$ cat src/rtl/trpe_pkg.sv
package trpe_pkg;

    // field widths
    localparam int unsigned BYTE_W  = 8;
    localparam int unsigned COORD_W = 16;
    localparam int unsigned SIZE_W  = 12;
    localparam int unsigned RANGE_W = 16;
    localparam int unsigned POS_W   = 4;
    localparam int unsigned KIND_W  = 2;
    localparam int unsigned IDX_W   = 3;
    localparam int unsigned DATA_W  = 16;

    // scaling product and divider sizing
    localparam int unsigned PROD_W  = COORD_W + SIZE_W;
    localparam int unsigned CNT_W   = 5;

    // report layout
    localparam logic [POS_W-1:0] POS_ID     = 4'd0;
    localparam logic [POS_W-1:0] POS_TIP    = 4'd1;
    localparam logic [POS_W-1:0] POS_X_LO   = 4'd2;
    localparam logic [POS_W-1:0] POS_X_HI   = 4'd3;
    localparam logic [POS_W-1:0] POS_Y_LO   = 4'd4;
    localparam logic [POS_W-1:0] POS_Y_HI   = 4'd5;
    localparam logic [POS_W-1:0] POS_MAX    = 4'd15;

    // pen event codes
    localparam logic [KIND_W-1:0] PEN_UP   = 2'd0;
    localparam logic [KIND_W-1:0] PEN_DOWN = 2'd1;
    localparam logic [KIND_W-1:0] PEN_DRAG = 2'd2;

    localparam logic [COORD_W-1:0] COORD_MAX = 16'hFFFF;

    // register indexes
    localparam logic [IDX_W-1:0] REG_REPORT_ID = 3'd0;
    localparam logic [IDX_W-1:0] REG_SCREEN_W  = 3'd1;
    localparam logic [IDX_W-1:0] REG_X_RANGE   = 3'd2;
    localparam logic [IDX_W-1:0] REG_SCREEN_H  = 3'd3;
    localparam logic [IDX_W-1:0] REG_Y_RANGE   = 3'd4;

    // register reset values
    localparam logic [BYTE_W-1:0]  RST_REPORT_ID = 8'd4;
    localparam logic [SIZE_W-1:0]  RST_SCREEN_W  = 12'd720;
    localparam logic [RANGE_W-1:0] RST_X_RANGE   = 16'd16384;
    localparam logic [SIZE_W-1:0]  RST_SCREEN_H  = 12'd576;
    localparam logic [RANGE_W-1:0] RST_Y_RANGE   = 16'd9600;

    typedef struct packed {
        logic [BYTE_W-1:0] report_byte;
        logic              last_byte;
    } rpt_t;

    typedef struct packed {
        logic [KIND_W-1:0]  event_kind;
        logic [COORD_W-1:0] point_x;
        logic [COORD_W-1:0] point_y;
        logic               mergeable;
    } evt_t;

    typedef enum logic [1:0] {
        SC_IDLE,
        SC_MUL,
        SC_DIV
    } scale_state_t;

    typedef enum logic [1:0] {
        TS_COLLECT,
        TS_SCALE_X,
        TS_SCALE_Y,
        TS_EMIT
    } top_state_t;

endpackage

$ cat src/rtl/trpe_scale.sv
module trpe_scale (
    input  logic                          clk,
    input  logic                          rst_n,
    input  logic                          start,
    input  logic [trpe_pkg::COORD_W-1:0]  raw,
    input  logic [trpe_pkg::SIZE_W-1:0]   size,
    input  logic [trpe_pkg::RANGE_W-1:0]  range,
    output logic                          done,
    output logic [trpe_pkg::COORD_W-1:0]  result
);

    trpe_pkg::scale_state_t state_reg, state_next;

    logic [trpe_pkg::COORD_W-1:0] raw_reg;
    logic [trpe_pkg::SIZE_W-1:0]  size_reg;
    logic [trpe_pkg::RANGE_W-1:0] range_reg;
    logic [trpe_pkg::PROD_W-1:0]  quo_reg, quo_next;
    logic [trpe_pkg::RANGE_W-1:0] rem_reg, rem_next;
    logic [trpe_pkg::CNT_W-1:0]   cnt_reg, cnt_next;
    logic                         done_reg, done_next;
    logic [trpe_pkg::COORD_W-1:0] result_reg, result_next;

    logic [trpe_pkg::RANGE_W:0]   rem_shift;
    logic                         fits;
    logic                         last_step;

    // next state
    always_comb
    begin
        state_next = state_reg;
        case (state_reg)
            trpe_pkg::SC_IDLE:
            begin
                if (start)
                begin
                    state_next = trpe_pkg::SC_MUL;
                end
            end
            trpe_pkg::SC_MUL:
            begin
                state_next = trpe_pkg::SC_DIV;
            end
            trpe_pkg::SC_DIV:
            begin
                if (last_step)
                begin
                    state_next = trpe_pkg::SC_IDLE;
                end
            end
            default:
            begin
                state_next = trpe_pkg::SC_IDLE;
            end
        endcase
    end

    // one restoring divide step per cycle
    assign rem_shift = {rem_reg, quo_reg[trpe_pkg::PROD_W-1]};
    assign fits      = rem_shift >= {1'b0, range_reg};
    assign last_step = cnt_reg == trpe_pkg::CNT_W'(trpe_pkg::PROD_W - 1);

    // datapath and outputs
    always_comb
    begin
        quo_next    = quo_reg;
        rem_next    = rem_reg;
        cnt_next    = cnt_reg;
        done_next   = 1'b0;
        result_next = result_reg;
        case (state_reg)
            trpe_pkg::SC_MUL:
            begin
                quo_next = trpe_pkg::PROD_W'(raw_reg) * trpe_pkg::PROD_W'(size_reg);
                rem_next = '0;
                cnt_next = '0;
            end
            trpe_pkg::SC_DIV:
            begin
                if (fits)
                begin
                    rem_next = trpe_pkg::RANGE_W'(rem_shift - {1'b0, range_reg});
                end
                else
                begin
                    rem_next = rem_shift[trpe_pkg::RANGE_W-1:0];
                end
                quo_next = {quo_reg[trpe_pkg::PROD_W-2:0], fits};
                cnt_next = cnt_reg + 1'b1;
                if (last_step)
                begin
                    done_next = 1'b1;
                    // saturate on overflow or an unset range
                    if ((range_reg == '0) ||
                        (quo_next[trpe_pkg::PROD_W-1:trpe_pkg::COORD_W] != '0))
                    begin
                        result_next = trpe_pkg::COORD_MAX;
                    end
                    else
                    begin
                        result_next = quo_next[trpe_pkg::COORD_W-1:0];
                    end
                end
            end
            default:
            begin
            end
        endcase
    end

    // operand capture and datapath registers
    always_ff @(posedge clk)
    begin
        if ((state_reg == trpe_pkg::SC_IDLE) && start)
        begin
            raw_reg   <= raw;
            size_reg  <= size;
            range_reg <= range;
        end
        quo_reg    <= quo_next;
        rem_reg    <= rem_next;
        result_reg <= result_next;
    end

    // control state
    always_ff @(posedge clk or negedge rst_n)
    begin
        if (!rst_n)
        begin
            state_reg <= trpe_pkg::SC_IDLE;
            cnt_reg   <= '0;
            done_reg  <= 1'b0;
        end
        else
        begin
            state_reg <= state_next;
            cnt_reg   <= cnt_next;
            done_reg  <= done_next;
        end
    end

    assign done   = done_reg;
    assign result = result_reg;

endmodule

$ cat src/rtl/touch_report_pen_events.sv
// Touch report to pen event converter.
// Requests on the rpt channel carry one report byte each, with last_byte
// marking the end of a report. A report of six or more bytes whose first
// byte equals the configured id latches tip, X and Y (little-endian).
// X and Y are scaled one after the other in a shared multiply and
// bit-serial divide unit: a start, a multiply, one divide step per
// quotient bit, then the result. Non-final bytes and rejected reports
// never stall the rpt channel. A matching final byte stalls it through
// both scaling passes and the compare with the last event sent. A
// changed point or tip then puts one request on the evt channel, from
// a held output register. Bytes of the next report are taken while
// that event waits; a further matching report end holds in its compare
// cycle until the event is taken. Configuration is written through
// cfg_we/cfg_index/cfg_data; the user must write it only while idle,
// which the block itself does not enforce. Reset (rst_n low,
// asynchronous) restores the default register values, clears the byte
// position and forgets the last event (tip 0 at 0,0).
module touch_report_pen_events (
    input  logic                          clk,
    input  logic                          rst_n,
    input  logic                          rpt_valid,
    output logic                          rpt_stall,
    input  trpe_pkg::rpt_t                rpt,
    output logic                          evt_valid,
    input  logic                          evt_stall,
    output trpe_pkg::evt_t                evt,
    input  logic                          cfg_we,
    input  logic [trpe_pkg::IDX_W-1:0]    cfg_index,
    input  logic [trpe_pkg::DATA_W-1:0]   cfg_data
);

    trpe_pkg::top_state_t state_reg, state_next;

    logic [trpe_pkg::BYTE_W-1:0]  report_id_reg;
    logic [trpe_pkg::SIZE_W-1:0]  screen_w_reg;
    logic [trpe_pkg::RANGE_W-1:0] x_range_reg;
    logic [trpe_pkg::SIZE_W-1:0]  screen_h_reg;
    logic [trpe_pkg::RANGE_W-1:0] y_range_reg;

    logic [trpe_pkg::POS_W-1:0]   pos_reg, pos_next;
    logic [trpe_pkg::BYTE_W-1:0]  seen_id_reg, seen_id_next;
    logic [trpe_pkg::BYTE_W-1:0]  staged_tip_reg, staged_tip_next;
    logic [trpe_pkg::COORD_W-1:0] staged_x_reg, staged_x_next;
    logic [trpe_pkg::COORD_W-1:0] staged_y_reg, staged_y_next;

    logic [trpe_pkg::BYTE_W-1:0]  touch_tip_reg;
    logic [trpe_pkg::COORD_W-1:0] touch_x_reg;
    logic [trpe_pkg::COORD_W-1:0] touch_y_reg;
    logic [trpe_pkg::COORD_W-1:0] px_reg;
    logic [trpe_pkg::COORD_W-1:0] py_reg;
    logic [trpe_pkg::BYTE_W-1:0]  prev_tip_reg;
    logic [trpe_pkg::COORD_W-1:0] prev_x_reg;
    logic [trpe_pkg::COORD_W-1:0] prev_y_reg;

    logic                         start_reg;
    logic                         evt_valid_reg;
    trpe_pkg::evt_t               evt_reg;

    logic                         rpt_take;
    logic                         report_ok;
    logic                         out_free;
    logic                         changed;
    logic                         scale_done;
    logic [trpe_pkg::COORD_W-1:0] scale_result;
    logic [trpe_pkg::COORD_W-1:0] scale_raw;
    logic [trpe_pkg::SIZE_W-1:0]  scale_size;
    logic [trpe_pkg::RANGE_W-1:0] scale_range;
    logic [trpe_pkg::KIND_W-1:0]  kind;

    assign rpt_take = rpt_valid && !rpt_stall;
    assign out_free = !evt_valid_reg || !evt_stall;

    // byte collection
    always_comb
    begin
        seen_id_next    = seen_id_reg;
        staged_tip_next = staged_tip_reg;
        staged_x_next   = staged_x_reg;
        staged_y_next   = staged_y_reg;
        pos_next        = pos_reg;
        if (rpt_take)
        begin
            case (pos_reg)
                trpe_pkg::POS_ID:   seen_id_next = rpt.report_byte;
                trpe_pkg::POS_TIP:  staged_tip_next = rpt.report_byte;
                trpe_pkg::POS_X_LO: staged_x_next = {staged_x_reg[15:8], rpt.report_byte};
                trpe_pkg::POS_X_HI: staged_x_next = {rpt.report_byte, staged_x_reg[7:0]};
                trpe_pkg::POS_Y_LO: staged_y_next = {staged_y_reg[15:8], rpt.report_byte};
                trpe_pkg::POS_Y_HI: staged_y_next = {rpt.report_byte, staged_y_reg[7:0]};
                default:
                begin
                end
            endcase
            if (rpt.last_byte)
            begin
                pos_next = '0;
            end
            else if (pos_reg != trpe_pkg::POS_MAX)
            begin
                pos_next = pos_reg + 1'b1;
            end
        end
    end

    assign report_ok = rpt_take && rpt.last_byte && (pos_reg >= trpe_pkg::POS_Y_HI) &&
                       (seen_id_next == report_id_reg);

    // next state
    always_comb
    begin
        state_next = state_reg;
        case (state_reg)
            trpe_pkg::TS_COLLECT:
            begin
                if (report_ok)
                begin
                    state_next = trpe_pkg::TS_SCALE_X;
                end
            end
            trpe_pkg::TS_SCALE_X:
            begin
                if (scale_done)
                begin
                    state_next = trpe_pkg::TS_SCALE_Y;
                end
            end
            trpe_pkg::TS_SCALE_Y:
            begin
                if (scale_done)
                begin
                    state_next = trpe_pkg::TS_EMIT;
                end
            end
            trpe_pkg::TS_EMIT:
            begin
                if (out_free)
                begin
                    state_next = trpe_pkg::TS_COLLECT;
                end
            end
            default:
            begin
                state_next = trpe_pkg::TS_COLLECT;
            end
        endcase
    end

    // state outputs
    always_comb
    begin
        rpt_stall = 1'b1;
        if (state_reg == trpe_pkg::TS_SCALE_Y)
        begin
            scale_raw   = touch_y_reg;
            scale_size  = screen_h_reg;
            scale_range = y_range_reg;
        end
        else
        begin
            scale_raw   = touch_x_reg;
            scale_size  = screen_w_reg;
            scale_range = x_range_reg;
        end
        if (state_reg == trpe_pkg::TS_COLLECT)
        begin
            rpt_stall = 1'b0;
        end
    end

    // shared scaling unit
    trpe_scale u_scale (
        .clk    (clk),
        .rst_n  (rst_n),
        .start  (start_reg),
        .raw    (scale_raw),
        .size   (scale_size),
        .range  (scale_range),
        .done   (scale_done),
        .result (scale_result)
    );

    // event classification
    assign changed = (px_reg != prev_x_reg) || (py_reg != prev_y_reg) ||
                     (touch_tip_reg != prev_tip_reg);

    always_comb
    begin
        if (touch_tip_reg == '0)
        begin
            kind = trpe_pkg::PEN_UP;
        end
        else if (prev_tip_reg == '0)
        begin
            kind = trpe_pkg::PEN_DOWN;
        end
        else
        begin
            kind = trpe_pkg::PEN_DRAG;
        end
    end

    // payload of the output register and scaled coordinates
    always_ff @(posedge clk)
    begin
        if ((state_reg == trpe_pkg::TS_EMIT) && out_free && changed)
        begin
            evt_reg.event_kind <= kind;
            evt_reg.point_x    <= px_reg;
            evt_reg.point_y    <= py_reg;
            evt_reg.mergeable  <= kind == trpe_pkg::PEN_DRAG;
        end
        if ((state_reg == trpe_pkg::TS_SCALE_X) && scale_done)
        begin
            px_reg <= scale_result;
        end
        if ((state_reg == trpe_pkg::TS_SCALE_Y) && scale_done)
        begin
            py_reg <= scale_result;
        end
    end

    // control, configuration and report state
    always_ff @(posedge clk or negedge rst_n)
    begin
        if (!rst_n)
        begin
            state_reg      <= trpe_pkg::TS_COLLECT;
            report_id_reg  <= trpe_pkg::RST_REPORT_ID;
            screen_w_reg   <= trpe_pkg::RST_SCREEN_W;
            x_range_reg    <= trpe_pkg::RST_X_RANGE;
            screen_h_reg   <= trpe_pkg::RST_SCREEN_H;
            y_range_reg    <= trpe_pkg::RST_Y_RANGE;
            pos_reg        <= '0;
            seen_id_reg    <= '0;
            staged_tip_reg <= '0;
            staged_x_reg   <= '0;
            staged_y_reg   <= '0;
            touch_tip_reg  <= '0;
            touch_x_reg    <= '0;
            touch_y_reg    <= '0;
            prev_tip_reg   <= '0;
            prev_x_reg     <= '0;
            prev_y_reg     <= '0;
            start_reg      <= 1'b0;
            evt_valid_reg  <= 1'b0;
        end
        else
        begin
            state_reg      <= state_next;
            pos_reg        <= pos_next;
            seen_id_reg    <= seen_id_next;
            staged_tip_reg <= staged_tip_next;
            staged_x_reg   <= staged_x_next;
            staged_y_reg   <= staged_y_next;

            // register writes
            if (cfg_we)
            begin
                case (cfg_index)
                    trpe_pkg::REG_REPORT_ID: report_id_reg <= cfg_data[trpe_pkg::BYTE_W-1:0];
                    trpe_pkg::REG_SCREEN_W:  screen_w_reg  <= cfg_data[trpe_pkg::SIZE_W-1:0];
                    trpe_pkg::REG_X_RANGE:   x_range_reg   <= cfg_data[trpe_pkg::RANGE_W-1:0];
                    trpe_pkg::REG_SCREEN_H:  screen_h_reg  <= cfg_data[trpe_pkg::SIZE_W-1:0];
                    trpe_pkg::REG_Y_RANGE:   y_range_reg   <= cfg_data[trpe_pkg::RANGE_W-1:0];
                    default:
                    begin
                    end
                endcase
            end

            // latch a matching report and kick off each scaling pass
            if (report_ok && (state_reg == trpe_pkg::TS_COLLECT))
            begin
                touch_tip_reg <= staged_tip_next;
                touch_x_reg   <= staged_x_next;
                touch_y_reg   <= staged_y_next;
            end
            start_reg <= (report_ok && (state_reg == trpe_pkg::TS_COLLECT)) ||
                         ((state_reg == trpe_pkg::TS_SCALE_X) && scale_done);

            // output register handshake
            if ((state_reg == trpe_pkg::TS_EMIT) && out_free && changed)
            begin
                evt_valid_reg <= 1'b1;
                prev_tip_reg  <= touch_tip_reg;
                prev_x_reg    <= px_reg;
                prev_y_reg    <= py_reg;
            end
            else if (evt_valid_reg && !evt_stall)
            begin
                evt_valid_reg <= 1'b0;
            end
        end
    end

    assign evt_valid = evt_valid_reg;
    assign evt       = evt_reg;

endmodule

$ cat config.mk
export PLATFORM = sky130hd
export DESIGN_NAME = touch_report_pen_events
export DESIGN_NICKNAME = d
export VERILOG_FILES = /design/src/rtl/trpe_pkg.sv /design/src/rtl/trpe_scale.sv /design/src/rtl/touch_report_pen_events.sv
export SDC_FILE = /design/constraint.sdc
export NUM_CORES = 1
export LEC_CHECK = 0
export BUFFER_PORTS_ARGS = -buffer_cell sky130_fd_sc_hd__buf_2
export CAP_MARGIN = 20
export CELL_PAD_IN_SITES_DETAIL_PLACEMENT = 0
export CELL_PAD_IN_SITES_GLOBAL_PLACEMENT = 1
export CORE_MARGIN = 4
export CORE_UTILIZATION = 52
export DETAILED_ROUTE_END_ITERATION = 12
export GPL_ROUTABILITY_DRIVEN = 1
export GPL_TIMING_DRIVEN = 0
export PLACE_DENSITY = 0.93
export SYNTH_ARGS = -nofsm -noshare
export SYNTH_HDL_FRONTEND = slang
export SYNTH_SLANG_ARGS = --single-unit
$ cat constraint.sdc
create_clock -name clk -period 6.36 [get_ports clk]
set_clock_uncertainty 0.2 [all_clocks]
set_input_delay 0.636 -clock clk [delete_from_list [all_inputs] [get_ports clk]]
set_output_delay 0.636 -clock clk [all_outputs]
set_load 0.005 [all_outputs]
==> qor.yml <==
cp.arrival_ns: 6.14
wl_per_cell_um: 19.3
utilization_pct: 58.8
path_class: "reg -> reg"
ys_top_cells_by_area: "edfxtp_1 (23%), dfrtp_1 (22%), fa_1 (13%)"
dr.first_iter.drc_count: 1168
clkSinkCount: 378
coreArea_um2: 42200
drive_gt1_share_pct: 20.5
fin_area_um2: 24800
largest_reg_flops: 34
drv_slew: 0
min_from: "rpt[0]"
syn_area_um2: 22300
grt_max_degree: 130
cts-root-buf: "clkbuf_16"
clk_pin_slew_ns: 0.06
syn_nets: 2118
grt_pass1_wl_um: 79700
cp_cell_sequence: "clkbuf_2 > nand2_1 > fa_1 > inv_1 > fa_1 > fa_1 > fa_1 > inv_1 > fa_1 > inv_1 > ha_1 > and3_1 > and3_1 > o221ai_1 > nand2_1 > a221oi_4 > a31oi_1 > or3_1"
synth_flop_cell: "dfrtp_1"
pre_cts_ws_ns: -0.215
p_leak_nw: 11.0
initial_core_util_pct: 52.9
antenna_left: 0
first_pass_iters: 5
netlist_instances: 1847
ys_seq_area_share_pct: 46.2
diodes: 0
wirelength_um: 49100
synth_top_cell_by_area: "edfxtp_1"
worstHoldPathType: "in -> reg"
startpoint: "u_scale.size_reg[7]"
setup_slack_ns: 0.264
ys.warnings.count: 0
nets: 2244
clk_latency_ns: 0.53
cpMaxStageDelayCell: "fa_1"
layout_common_cells: "inv_1 (224), dfrtp_1 (196), nand2_1 (180)"
synthArstFlopShare_pct: 55.0
placed_cell_area_um2: 23400
slew_headroom_pct: 29.3
synth_top_area_share_pct: 22.9
grt_pass1_vias: 14900
place.gp.congestion: 0.896
die_h_um: 215
hpwl_um: 35800
total_power_mw: 5.11
vias: 14200
setup_violations: 0
cts_tree: "built"
fin_crit_ns: 6.10
path_max_fanout: 10
cp-start-kind: "flop"
yosysUniqueCellTypes: 62
ctsLongestPathBuffers: 3
status: "finished, final reports clean"
grt.overflow.total: 0
p_per_area_nw_per_um2: 206
worst_pin_slew_ns: 1.05
reg2reg_from: "u_scale.size_reg[7]"
maxCapViolCount: 0
areaGrowthSynthToFinish_pct: 11.2
post-route-period-util_pct: 95.8
fmax_mhz: 164
rows: 75
fp.dieW_um: 215
cts-htree-levels: 2
critPathMostFrequentCell: "fa_1"
layout_commonest_cell: "inv_1"
required_ns: 6.41
vdd_drop_max_mv: 0.255
endpoint_kind: "flop"
fillers: 3307
antenna_found_initial: 0
via_per_inst: 5.58
synth-edff-count: 170
drc_errors: 0
ios: 70
hold_viol: 0
grt_use_total_pct: 21.4
cts_made_buffers: 37
cp_slowest_stage_delay_ns: 0.56
synth_area_per_cell_um2: 12.1
ys_seq_elements: 378
io_buffers: 68
die_area_um2: 46300
==> metal layers <==
| metal | vias up | wire length [µm] | GRT usage (%) |
|---|---|---|---|
| met5 | - | 0 | 0 |
| met4 | 0 | 1770 | 7.58 |
| met3 | 113 | 2930 | 4.27 |
| met2 | 462 | 23800 | 35.7 |
| met1 | 7076 | 20600 | 28.0 |
| li1 | 6517 | - | - |
==> path summary, 6_finish.rpt <==
check,end,slack [ns],cells after the start
worst max-delay path,u_scale.quo_reg[26],0.26,18
worst min-delay path,pos_reg[3],0.15,2
worst max register to register,u_scale.quo_reg[26],0.26,18
worst min register to register,px_reg[0],0.25,0
max in group asynchronous,x_range_reg[10],4.39,3
min in group asynchronous,prev_y_reg[13],0.48,2
==> per-stage QoR <==
stage                     setup TNS (ns)  instances  hold WS (ns)
after floorplan                        0       1847         0.140
after global placement            -0.194       2454         0.226
after detailed placement          -0.250       2458         0.234
after CTS                              0       2526         0.129
after global routing            -0.00110       2541         0.142
final                                  0       2541         0.153
==> layout make-up <==
type	count	area (µm²)	share of cell area, %
multi-input combinational	1171	10900	43.8
sequential	378	10300	41.6
clock buffer	53	1090	4.39
inverter	224	841	3.39
tap	539	674	2.72
timing repair buffer	90	581	2.34
buffer	71	323	1.30
clock inverter	15	129	0.519
==> worst max-delay path: cells and delay by family, from the launching register on <==
| family | cells | cell delay [ns] |
|---|---|---|
| adders and majority gates | 6 | 2.96 |
| and+or+nand+nor | 5 | 1.11 |
| AOI/OAI and AO/OA | 3 | 0.56 |
| DFF | 1 | 0.50 |
| buffers and inverters | 4 | 0.46 |
==> report_power, final <==
| group | total (mW) | internal [mW] | switching [mW] |
|---|---|---|---|
| registers | 2.71 | 2.65 | 0.0543 |
| clock network | 2.19 | 1.28 | 0.909 |
| logic | 0.218 | 0.117 | 0.101 |
| total | 5.11 | 4.05 | 1.06 |
==> timing repair <==
item	4_1_cts	5_1_grt
cloned	0	0
setup buffers	0	15
endpoints found under the setup margin	2	9
pin swaps	0	0
resized for setup	3	31
endpoints found under the hold margin	79	0
hold buffers	1	0
==> synthesized netlist by cell type (all sizes together), types with 33 or more instances <==
cell type,number
mux2,206
dfrtp,196
inv,224
ha,97
and2,73
nor2,37
fa,141
xor2,52
edfxtp,170
clkbuf,60
a22o,33
o21ai,53
a21oi,37
nand2,181
==> cell families (layout without fill, tap and decap cells) <==
family / after synthesis / count (layout) / share of synthesized area [%]
muxes: 218 / 218 / 11.6
DFF: 378 / 378 / 46.2
xor gates and xnor gates: 71 / 71 / 2.78
adders and majority gates: 238 / 238 / 18.1
AOI/OAI and AO/OA: 208 / 208 / 6.25
and+or+nand+nor: 436 / 436 / 9.92
buffers and inverters: 298 / 453 / 5.17
Note: power is estimated with default switching activity, not from simulation.
